$ cat config.mk
export PLATFORM = sky130hd
export DESIGN_NAME = mwsasm_fifo
export DESIGN_NICKNAME = d
export VERILOG_FILES = /design/src/hdl/mwsasm_pkg.sv /design/src/hdl/mwsasm_fifo.sv
export SDC_FILE = /design/constraint.sdc
export NUM_CORES = 1
export LEC_CHECK = 0
export BUFFER_PORTS_ARGS = -buffer_cell sky130_fd_sc_hd__buf_2
export CORE_MARGIN = 10
export CORE_UTILIZATION = 48
export CTS_CLUSTER_DIAMETER = 60
export DETAILED_ROUTE_END_ITERATION = 10
export PLACE_DENSITY = 0.75
export REMOVE_ABC_BUFFERS = 1
export SLEW_MARGIN = 10
export SYNTH_ARGS = -nofsm -noshare
export SYNTH_HDL_FRONTEND = slang
export SYNTH_SLANG_ARGS = --single-unit
$ cat constraint.sdc
create_clock -name clock -period 22.4 [get_ports clock]
set_input_delay 1.12 -clock clock [delete_from_list [all_inputs] [get_ports clock]]
set_output_delay 1.12 -clock clock [all_outputs]
set_load 0.05 [all_outputs]
$ cat src/hdl/mwsasm_pkg.sv
package mwsasm_pkg;

   // Port width of every word field; WORD_BITS selects how much of it is used
   localparam int FIELD_BITS = 64;
   localparam int WORD_BITS_DEFAULT = 64;
   localparam int CMD_BITS = 3;

   // Command codes
   localparam logic [CMD_BITS-1:0] CMD_ADD   = 3'd0;
   localparam logic [CMD_BITS-1:0] CMD_SUB   = 3'd1;
   localparam logic [CMD_BITS-1:0] CMD_RSUB  = 3'd2;
   localparam logic [CMD_BITS-1:0] CMD_CADD  = 3'd3;
   localparam logic [CMD_BITS-1:0] CMD_CSUB  = 3'd4;
   localparam logic [CMD_BITS-1:0] CMD_CSWAP = 3'd5;
   localparam logic [CMD_BITS-1:0] CMD_CNEG  = 3'd6;
   localparam logic [CMD_BITS-1:0] CMD_MUL   = 3'd7;

   // Result queue depth (power of two, room is kept for two writes)
   localparam int RSP_DEPTH = 4;

   typedef struct packed {
      logic [CMD_BITS-1:0]   cmd;
      logic [FIELD_BITS-1:0] x_word;
      logic [FIELD_BITS-1:0] y_word;
      logic                  y_active;
      logic                  cond;
      logic                  first;
      logic                  last;
   } req_item_type;

   typedef struct packed {
      logic [FIELD_BITS-1:0] word_a;
      logic [FIELD_BITS-1:0] word_b;
      logic                  carry_out;
      logic                  underflow;
      logic                  last_out;
   } rsp_item_type;

endpackage

$ cat src/hdl/mwsasm_fifo.sv
module mwsasm_fifo (
   input  logic                     clock,
   input  logic                     reset,
   input  logic                     wr_main,
   input  logic                     wr_extra,
   input  mwsasm_pkg::rsp_item_type wr_data_main,
   input  mwsasm_pkg::rsp_item_type wr_data_extra,
   output logic                     room,
   output logic                     rd_valid,
   input  logic                     rd_ready,
   output mwsasm_pkg::rsp_item_type rd_data
);

   localparam int PTR_BITS = $clog2(mwsasm_pkg::RSP_DEPTH);
   localparam int CNT_BITS = $clog2(mwsasm_pkg::RSP_DEPTH + 1);

   mwsasm_pkg::rsp_item_type mem_ff [mwsasm_pkg::RSP_DEPTH];
   logic [PTR_BITS-1:0] wr_ptr_ff;
   logic [PTR_BITS-1:0] wr_ptr_in;
   logic [PTR_BITS-1:0] wr_ptr_plus1;
   logic [PTR_BITS-1:0] rd_ptr_ff;
   logic [PTR_BITS-1:0] rd_ptr_in;
   logic [CNT_BITS-1:0] count_ff;
   logic [CNT_BITS-1:0] count_in;
   logic [1:0]          wr_count;
   logic                rd_fire;

   // Room is reserved for a two-item write
   assign room     = count_ff <= CNT_BITS'(mwsasm_pkg::RSP_DEPTH - 2);
   assign rd_valid = count_ff != '0;
   assign rd_data  = mem_ff[rd_ptr_ff];
   assign rd_fire  = rd_valid & rd_ready;

   assign wr_count     = {1'b0, wr_main} + {1'b0, wr_extra};
   assign wr_ptr_plus1 = wr_ptr_ff + PTR_BITS'(1);

   // Pointer and fill count update
   always_comb begin
      wr_ptr_in = wr_ptr_ff + PTR_BITS'(wr_count);
      rd_ptr_in = rd_ptr_ff + PTR_BITS'(rd_fire);
      count_in  = count_ff + CNT_BITS'(wr_count) - CNT_BITS'(rd_fire);
   end

   always_ff @(posedge clock) begin
      if (reset) begin
         wr_ptr_ff <= '0;
         rd_ptr_ff <= '0;
         count_ff  <= '0;
      end else begin
         wr_ptr_ff <= wr_ptr_in;
         rd_ptr_ff <= rd_ptr_in;
         count_ff  <= count_in;
      end
   end

   // Storage; the extra item lands right after the main one
   always_ff @(posedge clock) begin
      if (wr_main) begin
         mem_ff[wr_ptr_ff] <= wr_data_main;
      end
      if (wr_extra) begin
         mem_ff[wr_ptr_plus1] <= wr_data_extra;
      end
   end

endmodule
==> flow_summary.toml, run 1 <==
[cts]
post_cts_buffers = 0
cts_resized = 0
insertion_delay_ns = 0.60
numCtsBuffers = 57
hold_buffers = 0
clk_pin_slew_ns = 0.06
cts.sinks = 531
cts-root-buf = "clkbuf_16"
cts_tree = "built"
h-tree-depth = 2
clk_path_buf_depth = 3

[global_route]
overflow = 0
grt_max_degree = 132
grt_use_total = 0.199
grt_pass1_wl_um = 96700
antenna_found_initial = 22
first_global_vias = 15300

[worst_setup_path]
critical_path_arrival_ns = 3.63
cp_top_family = "buffers and inverters"
path_class = "reg -> out"
worst_setup_path_start_kind = "flip-flop"
crit_top_cell = "buf_4"
critPathBufInv = 3
critPathMaxFanout = 45
path_cells = "buf_4 > buf_4 > mux4_2 > buf_2"
slowest_stage = "buf_4"
r2r-end = "mem_ff[3][59]"
reg2reg_setup_slack_ns = 19.37
r2r-start = "wr_ptr_ff[1]"
required_ns = 21.28
max_stage_delay_ns = 0.78
reg2regPathDepth = 3
end_kind = "output pin"

[logic_synthesis]
syn_avg_cell_area_sq_um = 19.4
synth_top_area_frac = 0.618
synth-async-reset-ratio = 0
synthTopCellsByArea = "edfxtp_1 62%, mux2_2 23%, mux4_2 12%, buf_2 1.3%, dfxtp_1 0.55%"
ys_seq_elements = 531
syn-cell-area_sq_um = 25500
yosysMostFrequentCell = "edfxtp_1"
synth_cells = 1311
synth_edf_count = 524
yosysTopAreaCell = "edfxtp_1"
yosys.cell_types.count = 25
synth-main-ff-cell = "edfxtp_1"
ys_seq_area_frac = 0.623
ys_warn_count = 0
synth.cells.most_frequent = "524 x edfxtp_1, 515 x mux2_2, 131 x mux4_2"

[placement]
dp_hpwl_um = 39400
placement.io_buffers = 399
gp_congestion = 0.778
placed_cell_area_sq_um = 28100
dp_slack_ns = 18.16
place_inst = 2333

[drt]
drtIter0Drc = 975
wl_per_cell_um = 26.2
drcViolationCount = 0
drt-pass1-iter-count = 4
detail-route-antenna-nets = 0
viasPerCell = 5.78
wirelength_um = 64000
vias = 14100

[die]
initial_core_util = 0.485
dieArea_sq_um = 62700
rows = 84
die_x_um = 250
ios = 400
coreArea_sq_um = 52600
die_h_um = 250

[worst_hold_path]
holdPathEnd = "count_ff[0]"
hold_depth = 2
hp-start = "count_ff[0]"
hold_path_class = "reg -> reg"

[timing]
tightest_slew_ns = 1.11
hold_viol_final = 0
finalMaxSlewViolations = 0
relSlewSlack = 0.262
final-setup-viol-count = 0
fin_skew_ns = 0.0213
min_period_ns = 4.75
max_freq_mhz = 211
tns_ns = 0
setup_ws_ns = 17.65
finalCritPeriodShare = 0.212
rsz0062_at_grt = "no"

[power]
p_leak_nw = 10.6
power_density_nw_per_um2 = 111
power.total_w = 0.00332
ir_worst_vdd_v = 0.0000788

[final_layout]
final_nets = 1978
design_area_sq_um = 30000
stdcell_count = 2443
area_growth_pct = 17.6
drive_above_1_share = 0.661

[run]
maxCapViolCount = 0

[outcome]
status = "finished, final reports clean"
-- per-layer routing --
layer,up-vias,part of all wire,track usage
li1,6221,-,-
met1,7353,0.41,0.254
met2,420,0.50,0.331
met3,103,0.069,0.0572
met4,28,0.019,0.0448
met5,-,0.0030,0
-- layout make-up --
cell class / instances / area [sq um]
Fill cell: 4097 / 22600
Sequential cell: 531 / 15900
Multi-Input combinational cell: 685 / 9180
Timing Repair Buffer: 422 / 2180
Clock buffer: 70 / 1520
Tap cell: 688 / 861
Clock inverter: 30 / 280
Inverter: 7 / 26.3
Antenna cell: 10 / 25.0
-- through the flow --
step           hold WS (ns)  utilization
2_1_floorplan         0.573            -
3_3_place_gp          0.598        0.535
6_report              0.637        0.570
3_5_place_dp          0.609        0.535
5_1_grt               0.657        0.570
4_1_cts               0.633        0.569
-- sequential cells by signal, indices dropped and copies added, names as in the netlist --
| register | count |
|---|---|
| rd_ptr_ff | 2 |
| wr_ptr_ff | 2 |
| mem_ff | 524 |
| count_ff | 3 |
-- cell usage in the layout (no fill, tap or decap) --
master / synthesis / layout
buf_2: 66 / 399
nor2b_1: 4 / 4
inv_8: 0 / 1
clkinv_4: 0 / 2
mux2_1: 9 / 9
nand2b_1: 1 / 1
edfxtp_1: 524 / 524
mux2i_1: 1 / 1
clkinv_1: 0 / 12
inv_1: 7 / 7
dfxtp_1: 7 / 5
buf_12: 0 / 1
clkbuf_16: 0 / 59
mux2_2: 515 / 515
xnor3_1: 2 / 2
or3_1: 1 / 1
and2_1: 1 / 1
diode_2: 0 / 10
nand3_4: 0 / 1
nand3b_1: 2 / 2
clkinvlp_4: 0 / 1
clkbuf_1: 6 / 11
inv_6: 0 / 1
fa_1: 1 / 1
nor3b_4: 0 / 1
nor2_4: 0 / 2
a21oi_1: 1 / 1
ha_1: 6 / 6
xnor2_1: 1 / 1
buf_4: 9 / 22
dfxtp_4: 0 / 2
bufinv_16: 0 / 5
clkinv_2: 0 / 8
nor2_1: 5 / 3
mux4_2: 131 / 131
o21ai_4: 0 / 2
-- how the worst max path moves through the flow --
stage | startpoint | end | slack, ns | depth (start not counted)
global route | rd_ptr_ff[0] | rd_data[44] | 17.32 | 4
CTS | rd_ptr_ff[0] | rd_data[44] | 17.49 | 4
floorplan | wr_extra | mem_ff[2][0] | 5.22 | 2
finish | rd_ptr_ff[0] | rd_data[44] | 17.65 | 4
detailed placement | rd_ptr_ff[0] | rd_data[44] | 18.16 | 4
global placement | rd_ptr_ff[0] | rd_data[44] | 18.18 | 4
-- cell families after synthesis --
kind of cell	synth area share
AOI/OAI and AO/OA	0.000589
adders and majority gates	0.00373
buffers and inverters	0.0186
muxes	0.348
xor gates and xnor gates	0.00211
and+or+nand+nor	0.00373
DFF	0.623
-- where the power goes --
| group | total [W] | switching, W | internal, W |
|---|---|---|---|
| Combinational | 0.00109 | 0.000723 | 0.000371 |
| Clock | 0.000915 | 0.000380 | 0.000535 |
| Sequential | 0.00131 | 0.0000461 | 0.00126 |
| Total | 0.00332 | 0.00115 | 0.00217 |
-- worst min-delay path, stage by stage, from the launching register on --
cell and delay [ns]:
dfxtp_1 0.36, ha_1 0.14, nor2b_1 0.11
Power figures use the tool's default switching activity.
==> inputs of run 2 (changes only) <==
- PLACE_DENSITY: 0.75 -> 0.78
- clock period: 22.4 -> 3.86 ns (I/O delays scaled with it)
==> flow_summary.toml, run 2 (synthesis results as in run 1) <==
[worst_setup_path]
reg2reg_setup_slack_ns = 1.04
startpoint = "rd_ptr_ff[0]"
path_class = "reg -> out"
critPathBufInv = 2
max_stage_delay_ns = 0.80
critPathMaxFanout = 33
reg2regPathDepth = 4
end_kind = "output pin"
r2r-end = "mem_ff[1][84]"
worst_setup_path_start_kind = "flip-flop"
slowest_stage = "dfxtp_4"
cp.depth = 3
path_cells = "buf_12 > mux4_2 > buf_2"
required_ns = 3.67
r2r-start = "wr_ptr_ff[1]"
critical_path_arrival_ns = 2.64
crit_end = "rd_data[57]"
cp_top_family = "flip-flops"

[drt]
drtIter0Drc = 1191
vias = 16000
drt-pass1-iter-count = 5
detail-route-antenna-nets = 0
viasPerCell = 5.63
wirelength_um = 70100
drcViolationCount = 0
wl_per_cell_um = 24.6

[cts]
numCtsBuffers = 55
h-tree-depth = 2
cts-root-buf = "clkbuf_16"
clk_path_buf_depth = 3
clk_pin_slew_ns = 0.06
insertion_delay_ns = 0.58
post_cts_buffers = 0
cts_tree = "built"
cts.sinks = 531

[global_route]
grt_use_total = 0.219
first_global_vias = 18200
grt_pass1_wl_um = 108000
antenna_found_initial = 11
grt_max_degree = 127
overflow = 0

[placement]
dp_slack_ns = 1.54
gp_congestion = 0.768
dp_hpwl_um = 37800
placement.io_buffers = 399

[timing]
min_period_ns = 2.84
setup_ws_ns = 1.02
finalMaxSlewViolations = 0
rsz0062_at_grt = "no"
finalCritPeriodShare = 0.735
fin_skew_ns = 0.00827
hold_viol_final = 0
tns_ns = 0
relSlewSlack = 0.320
max_freq_mhz = 353
tightest_slew_ns = 1.02
final-setup-viol-count = 0

[final_layout]
area_growth_pct = 33.6
final_nets = 2372
largest_reg_flops = 524
reg_top3 = "mem_ff (524), count_ff (3)"
regMostFlops = "mem_ff"
layout_common_cells = "524 x edfxtp_1, 515 x mux2_2, 399 x buf_2"
drive_above_1_share = 0.536
layout_commonest_cell = "edfxtp_1"

[die]
ios = 400
die_x_um = 250
die_h_um = 250
initial_core_util = 0.485
rows = 84
dieArea_sq_um = 62700
coreArea_sq_um = 52600

[run]
maxCapViolCount = 0

[worst_hold_path]
hold_path_class = "in -> reg"

[power]
p_leak_nw = 12.2
ir_worst_vdd_v = 0.000410
power_density_nw_per_um2 = 579

[outcome]
status = "finished, final reports clean"
run 2: cell types whose count changed in the layout (fill, tap and decap cells not counted), moves of 2 or more:
cell           change
dlygate4sd3_1    +394
buf_12            +15
buf_4             -13
clkbuf_1          +11
clkbuf_8           +5
bufinv_16          -3
clkbuf_16          -2
clkinv_1           -2
clkinv_2           -2
clkinv_4           -2
run 2: worst min-delay path by stage:
stage             start           end  depth (start not counted)
3_3_place_gp      reset  rd_ptr_ff[0]                          2
4_1_cts        rd_ready  rd_ptr_ff[0]                          4
2_1_floorplan     reset   count_ff[0]                          1
6_report       rd_ready  rd_ptr_ff[0]                          4
3_5_place_dp      reset  rd_ptr_ff[0]                          2
5_1_grt        rd_ready  rd_ptr_ff[0]                          4
run 2: cell type report:
class | count | area, sq um
Timing Repair Buffer | 818 | 6330
Antenna cell | 11 | 27.5
Clock inverter | 19 | 135
Clock buffer | 84 | 1580
Sequential cell | 531 | 15900
Fill cell | 3469 | 18500
Inverter | 7 | 26.3
Multi-Input combinational cell | 685 | 9180
Tap cell | 688 | 861
run 2: repair_timing:
action                    CTS  global route
hold endpoints to repair  531             0
resized for setup           0             0
hold buffers              394             0
run 2: where the power goes:
group / internal, W / switching, W / total (W)
Combinational: 0.00260 / 0.00442 / 0.00702
Sequential: 0.00730 / 0.000270 / 0.00757
Clock: 0.00293 / 0.00218 / 0.00511
run 2: metrics by stage:
| step | utilization | cells | total power [W] | hold WS, ns | instance area (sq um) |
|---|---|---|---|---|---|
| 6_report | 0.647 | 2843 | 0.0197 | 0.127 | 34000 |
| 5_1_grt | 0.647 | 2839 | 0.0204 | 0.169 | 34000 |
| 4_1_cts | 0.647 | 2832 | 0.0198 | 0.0704 | 34000 |
| 3_5_place_dp | 0.539 | 2335 | 0.0143 | 0.452 | 28300 |
| 3_3_place_gp | 0.539 | 2335 | 0.0142 | 0.457 | 28300 |
| 2_1_floorplan | - | 1223 | 0.0127 | 0.265 | 25000 |
run 2: tightest hold or removal path: cells and delay by family:
| family | cells | cell delay (ns) |
|---|---|---|
| and+or+nand+nor | 2 | 0.27 |
| adders and majority gates | 1 | 0.13 |
| buffers and inverters | 1 | 0.09 |
run 2: routing by layer:
layer	up-vias	part of all wire	global-route usage
li1	7011	-	-
met1	8258	0.38	0.263
met2	613	0.52	0.385
met3	113	0.068	0.0483
met4	4	0.026	0.0742
met5	-	0.00039	0
